===== src/design/dvm_ram.sv =====
// Generic single-port-write, single-port-read RAM with a registered read.
// Stands alone; instantiated by the mixer for its voice table.
module dvm_ram #(
    parameter int WIDTH = 8,
    parameter int DEPTH = 64,
    parameter int AW    = (DEPTH > 1) ? $clog2(DEPTH) : 1
) (
    input  logic             i_clk,
    input  logic             i_we,
    input  logic [AW-1:0]    i_waddr,
    input  logic [WIDTH-1:0] i_wdata,
    input  logic [AW-1:0]    i_raddr,
    output logic [WIDTH-1:0] o_rdata
);

    logic [WIDTH-1:0] r_mem [DEPTH];
    logic [WIDTH-1:0] r_rdata;

    always_ff @(posedge i_clk) begin
        if (i_we) begin
            r_mem[i_waddr] <= i_wdata;
        end
        r_rdata <= r_mem[i_raddr];
    end

    assign o_rdata = r_rdata;

endmodule


===== config.mk =====
export PLATFORM = sky130hd
export DESIGN_NAME = dvm_ram
export DESIGN_NICKNAME = d
export VERILOG_FILES = /design/src/design/dvm_ram.sv
export SDC_FILE = /design/constraint.sdc
export NUM_CORES = 1
export LEC_CHECK = 0
export ABC_AREA = 1
export CAP_MARGIN = 20
export CORE_ASPECT_RATIO = 0.7
export CORE_MARGIN = 2
export CORE_UTILIZATION = 50
export CTS_CLUSTER_DIAMETER = 120
export DETAILED_ROUTE_END_ITERATION = 10
export DONT_BUFFER_PORTS = 1
export PLACE_DENSITY = 0.79
export SKIP_LAST_GASP = 1
export SLEW_MARGIN = 20
export SYNTH_ARGS = -nofsm -noshare
export SYNTH_HDL_FRONTEND = slang
export SYNTH_SLANG_ARGS = --single-unit

===== constraint.sdc =====
create_clock -name i_clk -period 2.2 [get_ports i_clk]
set_input_delay 0.44 -clock i_clk [delete_from_list [all_inputs] [get_ports i_clk]]
set_output_delay 0.44 -clock i_clk [all_outputs]
set_load 0.02 [all_outputs]

==> metrics.yaml <==
synthesis:
  synth_fp_nets: 1827
  synth_area_leaders: "edfxtp_1 72%, nand2_1 11%, nand3_1 10%"
  synth_common_cells: "648 x nand2_1, 512 x edfxtp_1, 439 x nand3_1"
  synthArstFlopShare_pct: 0
  yosysSeqAreaShare_pct: 72.8
  netlist_area_mm2: 0.0213
  ys.flop_type: "edfxtp_1"
  synth_top_cell_area_share_pct: 72.0
  synth_most_common_cell: "nand2_1"
  synth-edff-count: 512
  synth.avg_cell_area_um2: 11.8
  synth_cells: 1805
  ys_ff_latch: 520
  ys_types: 16
  yosysWarnings: 0
  yosys.area.top_type: "edfxtp_1"
drt:
  viasPerCell: 5.82
  ant_nets: 0
  drcViolationCount: 0
  vias: 14100
  wl_mm: 53.5
  drt-pass1-iter-count: 6
  drtIter0Drc: 2260
  post_drt_wl_per_cell_um: 22.0
clock_tree:
  hold_buffers: 17
  cts_resized: 0
  root_buffer: "clkbuf_16"
  cts_tree: "built"
  numClockSinks: 520
  clk_latency_ns: 0.57
  clk_pin_slew_ns: 0.06
  cts_buffers: 45
  cts_setup_buffers: 0
  h-tree-depth: 2
  clockBufferDepth: 3
status:
  outcome: "finished clean"
critical_path:
  arrival_ns: 2.25
  end_kind: "flop"
  criticalPathCategory: "in -> reg"
  worst-endpoint-required_ns: 2.70
  crit_fanout: 257
  crit_start: "i_raddr[0]"
  reg2reg_from: "r_mem[13][4]$_DFFE_PP_"
  startpoint_type: "input pin"
floorplan:
  dieWidth_um: 251
  fp.dieH_um: 177
  row_count: 63
  io_pins: 30
  coreArea_mm2: 0.0423
  dieArea_mm2: 0.0444
  start_util_pct: 50.5
grt:
  grtUsageTotal_pct: 24.1
  grt_pass1_vias: 13400
  grt_overflow: 0
  grt_first_pass_wirelength_mm: 80.3
  grt_antenna_before_repair: 5
  grt_max_degree: 258
cells_and_area:
  stdcell_count: 2430
  fin_nets: 1868
  drive_above_1_share_pct: 8.52
  antenna_cells: 0
  syn_to_final_growth_pct: 11.4
timing:
  hold_violations: 0
  fin_crit_ns: 1.76
  post-route-period-util_pct: 79.8
  relSlewSlack_pct: 33.7
  finalSetupViolations: 0
  fin_tns_setup_ns: 0
  rsz0062_at_grt: "no"
  setup_slack_ns: 0.445
  skew_ns: 0.0300
  worst_slew_pin_slew_ns: 0.992
  finalMaxSlewViolations: 0
  max_freq_mhz: 570
flow_run:
  max-cap-violations: 0
placed_design:
  place_ws_ns: 0.264
  portBuffers: 0
  dp.cells: 2334
  place.gp.congestion: 0.896
  dp_hpwl_mm: 29.4
power:
  ir_drop_v: 0.000697
  cellLeakagePower_nw: 8.60
  power.total_w: 0.0203
  powerDensity_mw_per_mm2: 852
worst_hold_path:
  hp-class: "in -> reg"
  min-delay-start: "i_raddr[5]"
[layout make-up]
| type | count | area [um^2] |
|---|---|---|
| Multi-Input combinational cell | 1160 | 4950 |
| Timing Repair Buffer | 107 | 1070 |
| Clock buffer | 59 | 1210 |
| Fill cell | 3287 | 18500 |
| Tap cell | 552 | 691 |
| Inverter | 12 | 51.3 |
| Sequential cell | 520 | 15500 |
| Clock inverter | 20 | 279 |
[placed cells by master (no fill, tap or decap), types with 4 or more instances in the layout]
cell type	instances
dlygate4sd3_1	9
nand2_1	648
nand3_1	439
edfxtp_1	512
clkinv_2	4
nor2_1	56
dfxtp_1	8
clkbuf_16	46
inv_1	9
buf_4	83
buf_16	7
bufinv_16	7
nand4_1	9
clkbuf_1	12
buf_12	8
clkinv_1	8
nor4_1	8
[where the power goes]
part | switching (W) | internal [W]
clock network | 0.00343 | 0.00469
registers | 0.0000590 | 0.0110
logic | 0.000792 | 0.000333
total | 0.00429 | 0.0160
[per-stage QoR]
step / cell area (um^2) / util [%] / hold WS [ns]
2_1_floorplan: 21300 / - / 0.539
3_3_place_gp: 22000 / 52.0 / 0.543
3_5_place_dp: 22000 / 52.0 / 0.543
4_1_cts: 23800 / 56.3 / 0.0127
5_1_grt: 23800 / 56.3 / 0.0246
6_report: 23800 / 56.3 / 0.0308
[routing by layer]
| layer | GRT usage (%) | vias to the layer above | wire length (um) |
|---|---|---|---|
| met5 | 0 | - | 0 |
| met4 | 4.64 | 0 | 868 |
| met3 | 6.35 | 73 | 7170 |
| met2 | 36.0 | 891 | 23600 |
| met1 | 35.8 | 6753 | 21900 |
| li1 | - | 6415 | - |
[registers in the layout (all words and copies together) (netlist names)]
signal,flops
o_rdata,8
r_mem,512
[worst paths after layout]
| kind | end | slack, ns | cells past startpoint |
|---|---|---|---|
| hold reg to reg | o_rdata[5]$_DFF_P_ | 0.81 | 8 |
| setup / recovery | o_rdata[4]$_DFF_P_ | 0.44 | 10 |
| hold / removal | o_rdata[0]$_DFF_P_ | 0.03 | 2 |
| setup reg to reg | o_rdata[4]$_DFF_P_ | 0.85 | 8 |
[kinds of logic after synthesis]
group                  synth area share, %
and+or+nand+nor                       23.2
DFF                                   72.8
buffers and inverters                 4.02
[critical path: stages]
cell     delay, ns
inv_6         0.35
buf_12        0.31
nand2_1       0.09
nand3_1       0.14
nand3_1       0.10
nand2_1       0.15
nand2_1       0.07
nand3_1       0.06
nand3_1       0.15
nand2_1       0.11
(Power assumes the default switching activity.)
